<file path="config.mk">
export PLATFORM = sky130hd
export DESIGN_NAME = acm_ctrl
export DESIGN_NICKNAME = d
export VERILOG_FILES = /design/src/acm_pkg.sv /design/src/acm_ctrl.sv
export SDC_FILE = /design/constraint.sdc
export NUM_CORES = 1
export LEC_CHECK = 0
export BUFFER_PORTS_ARGS = -buffer_cell sky130_fd_sc_hd__buf_2
export CAP_MARGIN = 20
export CORE_AREA = 3 3 40 42
export CTS_CLUSTER_SIZE = 30
export DETAILED_ROUTE_END_ITERATION = 12
export DIE_AREA = 0 0 43 45
export PLACE_DENSITY_LB_ADDON = 0.05
export SETUP_SLACK_MARGIN = 0.1
export SYNTH_ARGS = -nofsm -noshare
export SYNTH_HDL_FRONTEND = slang
export SYNTH_SLANG_ARGS = --single-unit
</file>
<file path="constraint.sdc">
create_clock -name clk -period 1.6 [get_ports clk]
set_clock_uncertainty 0.15 [all_clocks]
set_input_delay 0.16 -clock clk [delete_from_list [all_inputs] [get_ports clk]]
set_output_delay 0.16 -clock clk [all_outputs]
set_load 0.02 [all_outputs]
</file>
<file path="src/acm_pkg.sv">
// shared types, constants and functions for the aes-256 cfb / cbc-mac engine
// no dependencies
package acm_pkg;

    typedef enum logic [1:0] {
        MODE_CFB_ENC = 2'd0,
        MODE_CFB_DEC = 2'd1,
        MODE_CBC_MAC = 2'd2,
        MODE_NONE    = 2'd3
    } mode_t;

    typedef enum logic [2:0] {
        ST_IDLE,
        ST_LOAD,
        ST_ROUND,
        ST_FINISH,
        ST_OUT
    } state_t;

    localparam int unsigned AES_ROUNDS = 14;
    localparam int unsigned RI_W = 4;

    localparam logic [2:0] REG_KEY0 = 3'd0;
    localparam logic [2:0] REG_KEY1 = 3'd1;
    localparam logic [2:0] REG_KEY2 = 3'd2;
    localparam logic [2:0] REG_KEY3 = 3'd3;
    localparam logic [2:0] REG_IVH  = 3'd4;
    localparam logic [2:0] REG_IVL  = 3'd5;
    localparam logic [2:0] REG_MODE = 3'd6;

    // controller -> datapath
    typedef struct packed {
        logic load;       // take input word, set up cipher input, key schedule
        logic first;      // reload chain before use
        logic round;      // run one round
        logic last_round; // final round has no mixcolumns
        logic finish;     // form the result and update the chain
    } dp_cmd_t;

    function automatic logic [7:0] sbox(input logic [7:0] a);
        logic [7:0] t [256];
        t = '{
        8'h63,8'h7c,8'h77,8'h7b,8'hf2,8'h6b,8'h6f,8'hc5,8'h30,8'h01,8'h67,8'h2b,8'hfe,8'hd7,8'hab,8'h76,
        8'hca,8'h82,8'hc9,8'h7d,8'hfa,8'h59,8'h47,8'hf0,8'had,8'hd4,8'ha2,8'haf,8'h9c,8'ha4,8'h72,8'hc0,
        8'hb7,8'hfd,8'h93,8'h26,8'h36,8'h3f,8'hf7,8'hcc,8'h34,8'ha5,8'he5,8'hf1,8'h71,8'hd8,8'h31,8'h15,
        8'h04,8'hc7,8'h23,8'hc3,8'h18,8'h96,8'h05,8'h9a,8'h07,8'h12,8'h80,8'he2,8'heb,8'h27,8'hb2,8'h75,
        8'h09,8'h83,8'h2c,8'h1a,8'h1b,8'h6e,8'h5a,8'ha0,8'h52,8'h3b,8'hd6,8'hb3,8'h29,8'he3,8'h2f,8'h84,
        8'h53,8'hd1,8'h00,8'hed,8'h20,8'hfc,8'hb1,8'h5b,8'h6a,8'hcb,8'hbe,8'h39,8'h4a,8'h4c,8'h58,8'hcf,
        8'hd0,8'hef,8'haa,8'hfb,8'h43,8'h4d,8'h33,8'h85,8'h45,8'hf9,8'h02,8'h7f,8'h50,8'h3c,8'h9f,8'ha8,
        8'h51,8'ha3,8'h40,8'h8f,8'h92,8'h9d,8'h38,8'hf5,8'hbc,8'hb6,8'hda,8'h21,8'h10,8'hff,8'hf3,8'hd2,
        8'hcd,8'h0c,8'h13,8'hec,8'h5f,8'h97,8'h44,8'h17,8'hc4,8'ha7,8'h7e,8'h3d,8'h64,8'h5d,8'h19,8'h73,
        8'h60,8'h81,8'h4f,8'hdc,8'h22,8'h2a,8'h90,8'h88,8'h46,8'hee,8'hb8,8'h14,8'hde,8'h5e,8'h0b,8'hdb,
        8'he0,8'h32,8'h3a,8'h0a,8'h49,8'h06,8'h24,8'h5c,8'hc2,8'hd3,8'hac,8'h62,8'h91,8'h95,8'he4,8'h79,
        8'he7,8'hc8,8'h37,8'h6d,8'h8d,8'hd5,8'h4e,8'ha9,8'h6c,8'h56,8'hf4,8'hea,8'h65,8'h7a,8'hae,8'h08,
        8'hba,8'h78,8'h25,8'h2e,8'h1c,8'ha6,8'hb4,8'hc6,8'he8,8'hdd,8'h74,8'h1f,8'h4b,8'hbd,8'h8b,8'h8a,
        8'h70,8'h3e,8'hb5,8'h66,8'h48,8'h03,8'hf6,8'h0e,8'h61,8'h35,8'h57,8'hb9,8'h86,8'hc1,8'h1d,8'h9e,
        8'he1,8'hf8,8'h98,8'h11,8'h69,8'hd9,8'h8e,8'h94,8'h9b,8'h1e,8'h87,8'he9,8'hce,8'h55,8'h28,8'hdf,
        8'h8c,8'ha1,8'h89,8'h0d,8'hbf,8'he6,8'h42,8'h68,8'h41,8'h99,8'h2d,8'h0f,8'hb0,8'h54,8'hbb,8'h16
        };
        return t[a];
    endfunction

    function automatic logic [31:0] sub_word(input logic [31:0] w);
        return {sbox(w[31:24]), sbox(w[23:16]), sbox(w[15:8]), sbox(w[7:0])};
    endfunction

    function automatic logic [7:0] xtime(input logic [7:0] a);
        return {a[6:0], 1'b0} ^ (a[7] ? 8'h1b : 8'h00);
    endfunction

endpackage

</file>
<file path="src/acm_ctrl.sv">
// controller for the aes-256 cfb / cbc-mac engine: sequences load, rounds, result
// depends on acm_pkg
module acm_ctrl
(
    input  logic              clk,
    input  logic              rst_n,
    input  logic              in_valid,
    output logic              in_ready,
    output logic              out_valid,
    input  logic              out_ready,
    input  logic              in_first,
    input  logic              in_last,
    input  acm_pkg::mode_t    mode,
    output acm_pkg::dp_cmd_t  cmd
);

    acm_pkg::state_t state_reg, state_next;
    logic [acm_pkg::RI_W-1:0] round_reg, round_next;
    logic emit_reg, emit_next;

    always_ff @(posedge clk or negedge rst_n)
    begin
        if (!rst_n)
        begin
            state_reg <= acm_pkg::ST_IDLE;
            round_reg <= '0;
            emit_reg  <= 1'b0;
        end
        else
        begin
            state_reg <= state_next;
            round_reg <= round_next;
            emit_reg  <= emit_next;
        end
    end

    always_comb
    begin
        state_next = state_reg;
        round_next = round_reg;
        emit_next  = emit_reg;
        cmd        = '0;
        in_ready   = 1'b0;
        out_valid  = 1'b0;
        case (state_reg)
            acm_pkg::ST_IDLE:
            begin
                in_ready = 1'b1;
                // mode three swallows the word
                if (in_valid && mode != acm_pkg::MODE_NONE)
                begin
                    cmd.load   = 1'b1;
                    cmd.first  = in_first;
                    emit_next  = (mode != acm_pkg::MODE_CBC_MAC) || in_last;
                    round_next = {{(acm_pkg::RI_W-1){1'b0}}, 1'b1};
                    state_next = acm_pkg::ST_ROUND;
                end
            end
            acm_pkg::ST_ROUND:
            begin
                cmd.round = 1'b1;
                cmd.last_round = (round_reg == acm_pkg::RI_W'(acm_pkg::AES_ROUNDS));
                round_next = round_reg + 1'b1;
                if (cmd.last_round)
                    state_next = acm_pkg::ST_FINISH;
            end
            acm_pkg::ST_FINISH:
            begin
                cmd.finish = 1'b1;
                state_next = emit_reg ? acm_pkg::ST_OUT : acm_pkg::ST_IDLE;
            end
            acm_pkg::ST_OUT:
            begin
                out_valid = 1'b1;
                if (out_ready)
                    state_next = acm_pkg::ST_IDLE;
            end
            default:
                state_next = acm_pkg::ST_IDLE;
        endcase
    end

endmodule

</file>
======== Yosys cells after proc, flatten, opt, wreduce, memory -nomap -nowiden ========
Index checks and enable logic that the tools add are counted.
storage, ports and cells
  flip-flop bits (word level) ............. 8
  latch bits .............................. 0
  bits in writable memories ............... 0
  ROM bits ................................ 0
  output and inout port bits .............. 7
  memories kept ........................... 0
cells by class
  add/sub/neg operators ................... 1
  multiply operators ...................... 0
  divide/modulo/power cells ............... 0
  magnitude comparators ................... 0
  equality and inequality tests ........... 9
  shift-type cells ........................ 0
  multiplexer cells ....................... 13
  bitwise logic cells ..................... 0
  reductions and logical operators ........ 7
operators by type and width
  cell                 count
  $mux 3               4
  $pmux 3 s4           1
  $ne 2x2->1 const B   5
  $pmux 4 s2           1
  $eq 3x2->1 const B   2
  $mux 2               3
  $add 4x1->4 const B  1
  $eq 4x4->1 const B   1
  $mux 4               1
  $reduce_and 2->1     2
  $eq 3x3->1 const B   1
  $logic_not 3->1      1
  $mux 1               3
  $reduce_and 3->1     1
  $reduce_bool 2->1    1
  $logic_and 1x1->1    1
  $logic_or 1x1->1     1

======== Depth between registers and ports, before layout ========
Gate-level depths: netlist of run 1.
  word-level depth ........................ 4
  gate-level depth with buffers ........... 4

======== Least setup slack after synthesis of run 1 ========
Ideal clock, no wire load.
  path type ............................... flip-flop to flip-flop
  from .................................... register state_reg[2]
  to ...................................... register emit_reg
  library setup time ...................... 0.133 ns
  data arrival time ....................... 1.464 ns
  data required time ...................... 1.317 ns
  slack ................................... -0.147 ns
  cell stages (with the launch flop) ...... 4
  buffers on the path ..................... 0
  cell sequence ........................... dfrtp_1 nor3_1 and2_1 a21oi_1
between the ends
  cells in the longest elaborated chain, start to end .. 2
RTL lines
  what                               line            source
  start: declaration                 acm_ctrl.sv:17  acm_pkg::state_t state_reg, state_next;
  start signal: assignment           acm_ctrl.sv:25  state_reg <= acm_pkg::ST_IDLE;
  start signal: assignment           acm_ctrl.sv:31  state_reg <= state_next;
  $logic_not 3->1                    acm_ctrl.sv:45  case (state_reg)
  $reduce_and 2->1 (no source line)  -
  end signal: assignment             acm_ctrl.sv:33  emit_reg <= emit_next;
  end: declaration                   acm_ctrl.sv:19  logic emit_reg, emit_next;
Every way passes these cells.
A chain may end at the register's enable or synchronous reset.

==> results of run 1 <==
## logic make-up after synthesis
logic type / count (synthesis) / synth area share
buffers and inverters: 6 / 0.05688
AO/OA/AOI/OAI: 10 / 0.1617
flip-flops: 8 / 0.4790
adder cells (fa/ha/maj): 2 / 0.05987
AND/OR/NAND/NOR: 17 / 0.2425
## worst max-delay path, delay by kind of cell, from the launching register on
family	cells	cell delay [ns]
and+or+nand+nor	2	0.52
DFF	1	0.44
buffers and inverters	1	0.12
## synthesized netlist by cell type
| cell | number |
|---|---|
| o2bb2ai_1 | 1 |
| dfrtp_1 | 8 |
| or3b_1 | 1 |
| inv_1 | 5 |
| and2_1 | 1 |
| a21boi_0 | 1 |
| ha_1 | 2 |
| a211o_1 | 1 |
| o21ai_0 | 3 |
| and3_1 | 1 |
| nor3_1 | 1 |
| nor2_1 | 4 |
| nor3_2 | 1 |
| or4b_1 | 1 |
| and3_2 | 1 |
| nand3_1 | 2 |
| a21oi_1 | 2 |
| a22o_1 | 2 |
| nand2_1 | 2 |
| nor3b_1 | 2 |
| buf_2 | 1 |
## what timing repair did
action | CTS | global route
hold buffers | 1 | 0
buffers inserted | 8 | 2
endpoints found under the hold margin | 8 | 0
setup endpoints to repair | 6 | 11
gates cloned | 0 | 0
resized for setup | 18 | 8
pin swaps | 5 | 4
## cells in the final DEF (no fill, tap or decap)
| cell | Yosys | final |
|---|---|---|
| buf_6 | 0 | 9 |
| a211o_1 | 1 | 1 |
| and3_1 | 1 | 1 |
| nor3b_4 | 0 | 1 |
| ha_1 | 2 | 2 |
| and2_4 | 0 | 1 |
| a21oi_1 | 2 | 2 |
| buf_2 | 1 | 7 |
| nor2_4 | 0 | 1 |
| buf_4 | 0 | 9 |
| nor3b_1 | 2 | 1 |
| nor3_2 | 1 | 1 |
| inv_1 | 5 | 4 |
| and3_2 | 1 | 1 |
| o2bb2ai_1 | 1 | 1 |
| or3b_4 | 0 | 1 |
| o21ai_0 | 3 | 1 |
| inv_2 | 0 | 1 |
| a21boi_0 | 1 | 1 |
| dlygate4sd3_1 | 0 | 1 |
| or4b_1 | 1 | 1 |
| clkbuf_4 | 0 | 3 |
| dfrtp_1 | 8 | 7 |
| nor2_1 | 4 | 3 |
| nand2_1 | 2 | 2 |
| nor3_4 | 0 | 1 |
| nand3_1 | 2 | 2 |
| o21ai_1 | 0 | 2 |
| a22o_1 | 2 | 2 |
| dfrtp_2 | 0 | 1 |
## final cells by class
cell class                      instances  area [µm²]
Fill cell                             112       580.6
Inverter                                5       18.77
Timing Repair Buffer                   26       214.0
Tap cell                               15       18.77
Multi-Input combinational cell         29       229.0
Sequential cell                         8       201.4
Clock buffer                            3       22.52
## where the power goes
| part | total, mW | leakage (nW) | internal, mW | switching (mW) |
|---|---|---|---|---|
| Combinational | 0.496 | 0.241 | 0.267 | 0.229 |
| Clock | 0.159 | 0.0138 | 0.0861 | 0.0726 |
| Sequential | 0.362 | 0.0937 | 0.284 | 0.0785 |
## routing by layer
layer	vias up	global-route usage
li1	209	-
met1	182	0.1464
met2	10	0.2006
met3	2	0.05976
met4	0	0.05422
met5	-	0
## per-stage QoR
| stage | total power, mW | hold WS (ns) |
|---|---|---|
| after global routing | 1.116 | 0.05203 |
| final | 1.017 | 0.05413 |
| after CTS | 0.9985 | 0.04159 |
| after global placement | 0.7015 | -0.1410 |
| after floorplan | 0.6064 | -0.2856 |
| after detailed placement | 0.7087 | -0.1361 |
## worst paths after layout
path	endpoint	startpoint	slack, ns	depth (start not counted)
hold reg to reg	state_reg[2]	emit_reg	0.35	1
hold / removal	state_reg[2]	out_ready	0.05	3
min in group asynchronous	round_reg[2]	rst_n	0.12	2
max in group asynchronous	state_reg[2]	rst_n	1.00	2
setup reg to reg	round_reg[2]	state_reg[2]	0.02	5
setup / recovery	cmd[1]	state_reg[2]	-0.05	3
==> impl_metrics.tcl, run 1 <==
set metrics [dict create \
    io_buffers 14 \
    wl_per_cell_um 12.00 \
    rsz0062_at_grt "true" \
    place_ws_ns 0.06329 \
    die_w_um 43 \
    clkLatencyLatePin_ns 0.26 \
    syn_area_per_cell_um2 9.719 \
    yosysWarnings 0 \
    ys_seq_elements 8 \
    clk_pin_slew_ns 0.06 \
    cts_buffer_depth 2 \
    grt_pass1_wl_um 1731 \
    utilization 0.5482 \
    cp_data_required_time_ns 1.29 \
    synth.cell_area_um2 417.9 \
    firstDrtPassIters 4 \
    dp_hpwl_um 696.2 \
    fmaxAchievable_mhz 606.0 \
    synthTopCellsByArea "dfrtp_1 48%, ha_1 6.0%, inv_1 4.5%" \
    design.core.area_um2 1285 \
    io_pins 15 \
    ir_drop_mv 0.8280 \
    fp.dieH_um 45 \
    finalCriticalPeriod_ns 1.650 \
    max-cap-violations 0 \
    yosysTopAreaCell "dfrtp_1" \
    largest_register_ffs 4 \
    grt_antenna_before_repair 0 \
    fin_area_um2 704.4 \
    slew_headroom 0.7200 \
    drt_iter0_drc 2 \
    cts_sinks 8 \
    setup_viol 3 \
    setup_tns_ns -0.07519 \
    status "finished with violations" \
    violations "negative setup slack" \
    finalHoldViolCount 0 \
    path_max_fanout 4 \
    wl_met1_um 430 \
    grt_max_degree 9 \
    cts_buffers 3 \
    via_per_inst 4.686 \
    critPathArrivalTime_ns 1.34 \
    p_leak_nw 0.3488 \
    area_growth_pct 68.56 \
    place.gp.congestion 0.7403 \
    cts_tree "done" \
    post_dp_cell_area_um2 516.7 \
    finalCritPeriodShare 1.031 \
    fp.dieArea_um2 1935 \
    postRouteAntennaNets 0 \
    drive_above_1_share 0.5211 \
    first_global_vias 405 \
    wl_met3_um 63 \
    crit_chain "or3b_4, nor2_4, buf_6" \
    antennaDiodeCount 0 \
    cpMaxStageDelayCell "dfrtp_2" \
    num_vias 403 \
    cts_root_buf "clkbuf_4" \
    postRouteWirelength_um 1032 \
    powerDensity_nw_per_um2 1443 \
    fp-row-count 13 \
    cpPeakStageDelay_ns 0.44 \
    finalNetCount 83 \
    cts_max_level 1 \
    wl_met2_um 523 \
    yosysTopAreaCellShare 0.4790 \
    route.detailed.drc 0 \
    worst_pin_slew_ns 0.4163 \
    crit_type "flop to output port" \
    grt_usage 0.1262 \
    ys_seq_area_frac 0.4790 \
    synth.distinct_cells 21 \
    place_inst 72 \
    initial_core_util 0.3252 \
    netlist_instances 43 \
    cp-end-kind "output port" \
    min_path_type "primary input to flop" \
    postLayoutSetupSlackWorst_ns -0.05021 \
    grt_overflow_total 0 \
    final-max-slew-violation-count 0 \
    cp-start-kind "flop" \
    layout.cells.non_filler 86 \
    dr.max_layer_used "met4" \
    synth_nets 53 \
]
(Power assumes the default switching activity.)
==> run 2, diff against run 1 <==
==> constraint.sdc (replaced) <==
create_clock -name clk -period 2.09 [get_ports clk]
set_clock_uncertainty 0.15 [all_clocks]
set_input_delay 0.209 -clock clk [delete_from_list [all_inputs] [get_ports clk]]
set_output_delay 0.209 -clock clk [all_outputs]
set_load 0.02 [all_outputs]
==> run 2 against run 1 <==
The flow now finishes without violations. Via count decreased by 6.0%. Highest routed layer unchanged. Worst hold slack better by 0.044 ns. Flip-flop and latch count is the same.
==> impl_metrics.tcl, run 2 (synthesis results as in run 1) <==
set metrics [dict create \
    status "complete, no violations" \
    io_buffers 14 \
    cp_top_family "simple AND/OR/NAND/NOR gates" \
    r2r-start "round_reg[0]" \
    cts_setup_buffers 0 \
    rsz0062_at_grt "false" \
    p_leak_nw 0.2856 \
    cpPeakStageDelay_ns 0.50 \
    powerDensity_nw_per_um2 1216 \
    setup_viol 0 \
    cp-start-kind "flop" \
    clkLatencyLatePin_ns 0.26 \
    crit_type "flop to output port" \
    final-max-slew-violation-count 0 \
    fp-row-count 13 \
    dp_hpwl_um 762.6 \
    place_inst 71 \
    reg2reg_depth 4 \
    wl_per_cell_um 12.77 \
    cpMaxStageDelayCell "or3b_1" \
    area_growth_pct 27.84 \
    hold_slack_ns 0.09815 \
    holdPathStages 3 \
    drive_above_1_share 0.3167 \
    rr_endpoint "round_reg[2]" \
    place.gp.congestion 0.7391 \
    cp.depth 3 \
    critPathArrivalTime_ns 1.49 \
    path_buf_inv 1 \
    grt_antenna_before_repair 0 \
    crit_start "state_reg[2]" \
    die_w_um 43 \
    cts_sinks 8 \
    fp.dieH_um 45 \
    firstDrtPassIters 4 \
    clk_pin_slew_ns 0.06 \
    initial_core_util 0.3252 \
    cts_tree "done" \
    fp.dieArea_um2 1935 \
    io_pins 15 \
    worst_pin_slew_ns 0.5594 \
    grt_usage 0.1128 \
    route.detailed.drc 0 \
    min_to "emit_reg" \
    fmaxAchievable_mhz 539.8 \
    path_max_fanout 6 \
    fillers 127 \
    setup_tns_ns 0 \
    cts_root_buf "clkbuf_4" \
    mostFrequentLayoutCell "buf_2" \
    postRouteAntennaNets 0 \
    cts_buffer_depth 2 \
    finalCritPeriodShare 0.8865 \
    ctsHoldBuffers 1 \
    r2r_setup_slack_ns 0.64 \
    cts_resized 0 \
    cts_max_level 1 \
    crit_chain "or3b_1, nor2_1, buf_2" \
    finalNetCount 72 \
    drt_iter0_drc 4 \
    cp_data_required_time_ns 1.73 \
    final_cell_mix "14 x buf_2, 8 x dfrtp_1, 5 x inv_1, 4 x nor2_1" \
    postLayoutSetupSlackWorst_ns 0.2373 \
    num_vias 379 \
    cts_buffers 3 \
    largest_register_ffs 4 \
    ir_drop_mv 0.5773 \
    grt_max_degree 9 \
    via_per_inst 5.053 \
    cp-end-kind "output port" \
    utilization 0.4158 \
    antennaDiodeCount 0 \
    slew_headroom 0.6232 \
    design.core.area_um2 1285 \
    place_ws_ns 0.5039 \
    first_global_vias 334 \
    finalHoldViolCount 0 \
    hp-start "in_last" \
    postRouteWirelength_um 958 \
    min_path_type "primary input to flop" \
    grt_overflow_total 0 \
    finalCriticalPeriod_ns 1.853 \
    max-cap-violations 0 \
    grt_pass1_wl_um 1497 \
    layout.cells.non_filler 75 \
]
==> run 2: changes by cell type in the layout (fill, tap and decap cells not counted), moves of 2 or more <==
cell / previous run / this run
buf_4: 9 / 0
o21ai_1: 2 / 0
o21ai_0: 1 / 3
buf_6: 9 / 0
buf_2: 7 / 14
==> run 2: tightest hold or removal path, delay by kind of cell <==
family	cells	cell delay, ns
AOI/OAI and AO/OA	1	0.14
buffers and inverters	1	0.07
and+or+nand+nor	1	0.04
==> run 2: worst max-delay path by stage <==
stage,endpoint,slack [ns]
2_1_floorplan,cmd[3],0.33
3_3_place_gp,cmd[1],0.54
3_5_place_dp,cmd[1],0.50
4_1_cts,cmd[1],0.22
5_1_grt,cmd[1],0.13
6_report,cmd[1],0.24
==> run 2: stage by stage <==
stage	cell area [µm²]	total power [mW]
after floorplan	417.9	0.4594
after global placement	501.7	0.5253
after detailed placement	501.7	0.5332
after CTS	534.3	0.6616
after global routing	534.3	0.7195
final	534.3	0.6498
==> run 2: cell type report <==
cell class                 count  area (µm²)  share of cell area
multi-input combinational     29       193.9              0.3630
clock buffer                   3       22.52             0.04215
inverter                       5       18.77             0.03513
sequential                     8       200.2              0.3747
timing repair buffer          15       80.08              0.1499
tap                           15       18.77             0.03513
==> run 2: power by group <==
part / internal [mW] / switching, mW
sequential: 0.217 / 0.0651
combinational: 0.112 / 0.135
clock: 0.0659 / 0.0548
total: 0.395 / 0.255
==> run 2: routing by layer <==
| metal | GRT usage | vias to the layer above | part of all wire |
|---|---|---|---|
| li1 | - | 185 | - |
| met1 | 0.1368 | 180 | 0.43 |
| met2 | 0.1647 | 9 | 0.50 |
| met3 | 0.03586 | 5 | 0.039 |
| met4 | 0.09036 | 0 | 0.030 |
| met5 | 0 | - | 0 |
==> run 3, diff against run 2 <==
==> constraint.sdc (replaced) <==
create_clock -name clk -period 1.85 [get_ports clk]
set_clock_uncertainty 0.15 [all_clocks]
set_input_delay 0.185 -clock clk [delete_from_list [all_inputs] [get_ports clk]]
set_output_delay 0.185 -clock clk [all_outputs]
set_load 0.02 [all_outputs]
==> run 3 against run 2 <==
Wire length grew 7.6%. Critical path depth is the same. Non-clock buffer count grew 4. Final cell count grew 5.3%. First-iteration DRC count grew 130%. Global-route usage grew 0.93 points. Largest power group is now combinational logic.
==> impl_metrics.tcl, run 3 (synthesis results as in run 1) <==
set metrics [dict create \
    mostFrequentLayoutCell "buf_2" \
    final_cell_mix "13 x buf_2, 8 x dfrtp_1, 5 x inv_1, 4 x buf_4" \
    crit_type "flop to output port" \
    critPathArrivalTime_ns 1.37 \
    fp.dieArea_um2 1935 \
    grt_max_degree 9 \
    drive_above_1_share 0.4219 \
    finalNetCount 76 \
    finalHoldViolCount 0 \
    postLayoutSetupSlackWorst_ns 0.1467 \
    layout.cells.non_filler 79 \
    max-cap-violations 0 \
    fin_area_um2 590.6 \
    cp_data_required_time_ns 1.51 \
    cts_root_buf "clkbuf_4" \
    p_leak_nw 0.3075 \
    cpPeakStageDelay_ns 0.46 \
    postRouteWirelength_um 1031 \
    min_path_type "primary input to flop" \
    cp-end-kind "output port" \
    final-max-slew-violation-count 0 \
    io_pins 15 \
    antennaDiodeCount 0 \
    route.detailed.drc 0 \
    initial_core_util 0.3252 \
    setup_tns_ns 0 \
    num_vias 406 \
    io_buffers 14 \
    design.core.area_um2 1285 \
    first_global_vias 367 \
    cts_buffers 3 \
    hold_slack_ns 0.07361 \
    seqCellArea_um2 200.2 \
    dp_hpwl_um 762.6 \
    via_per_inst 5.139 \
    die_w_um 43 \
    fillers 118 \
    slew_headroom 0.6159 \
    cts_tree "done" \
    path_max_fanout 6 \
    setup_viol 0 \
    worst_pin_slew_ns 0.5702 \
    crit_chain "or3b_4, inv_1, buf_2" \
    fmaxAchievable_mhz 587.1 \
    cpMaxStageDelayCell "or3b_4" \
    firstDrtPassIters 2 \
    ir_drop_mv 0.6587 \
    postRouteAntennaNets 0 \
    grt_pass1_wl_um 1628 \
    grt_antenna_before_repair 0 \
    largest_register_ffs 4 \
    fp.dieH_um 45 \
    area_growth_pct 41.32 \
    finalCriticalPeriod_ns 1.703 \
    wl_per_cell_um 13.05 \
    clk_pin_slew_ns 0.06 \
    cts_sinks 8 \
    grt_overflow_total 0 \
    utilization 0.4596 \
    place_ws_ns 0.2879 \
    status "complete, no violations" \
    cp-start-kind "flop" \
    post_dp_cell_area_um2 501.7 \
    place_inst 71 \
    clkLatencyLatePin_ns 0.26 \
    finalCritPeriodShare 0.9207 \
    drt_iter0_drc 9 \
    place.gp.congestion 0.7391 \
    cts_max_level 1 \
    powerDensity_nw_per_um2 1345 \
    multi_input_area_um2 214.0 \
    finalPower_mw 0.7945 \
    grt_usage 0.1221 \
    rsz0062_at_grt "false" \
    fp-row-count 13 \
    cts_buffer_depth 2 \
]
## run 3: cell count changes in the layout (fill, tap and decap cells not counted), sizes merged
cell / previous run / this run
buf: 14 / 18
## run 3: area by class of cell
class,instances,area share
sequential,8,0.3390
inverter,5,0.03178
timing repair buffer,19,0.1970
clock buffer,3,0.03814
tap,15,0.03178
multi-input combinational,29,0.3623
## run 3: worst max-delay path: cells and delay by family (launching register included)
family	cells	cell delay [ns]
buffers and inverters	2	0.22
flip-flops	1	0.43
AND/OR/NAND/NOR	1	0.46
## run 3: layer usage
layer / share of wire / global-route usage
met5: 0 / 0
met4: 0.028 / 0.09036
met3: 0.031 / 0.03586
met2: 0.52 / 0.1946
met1: 0.42 / 0.1393
## run 3: power breakdown
group / leakage, nW / switching (mW) / total (mW) / internal [mW]
Sequential: 0.0953 / 0.0712 / 0.316 / 0.245
Combinational: 0.198 / 0.175 / 0.342 / 0.167
Clock: 0.0138 / 0.0619 / 0.136 / 0.0744
## run 3: final timing paths
path	from	to	slack, ns	cells past startpoint
worst min-delay path	in_last	emit_reg	0.07	3
min in group asynchronous	rst_n	round_reg[2]	0.14	2
max in group asynchronous	rst_n	round_reg[3]	1.24	2
worst max-delay path	state_reg[1]	cmd[2]	0.15	3
worst max register to register	state_reg[2]	round_reg[2]	0.33	4
worst min register to register	emit_reg	state_reg[2]	0.39	1
## run 3: timing repair
action	CTS	global route
gates resized for setup	2	5
setup buffers	3	1
endpoints found under the hold margin	8	0
gates cloned	0	0
setup endpoints to repair	2	4
pin swaps	0	1
hold buffers	1	0
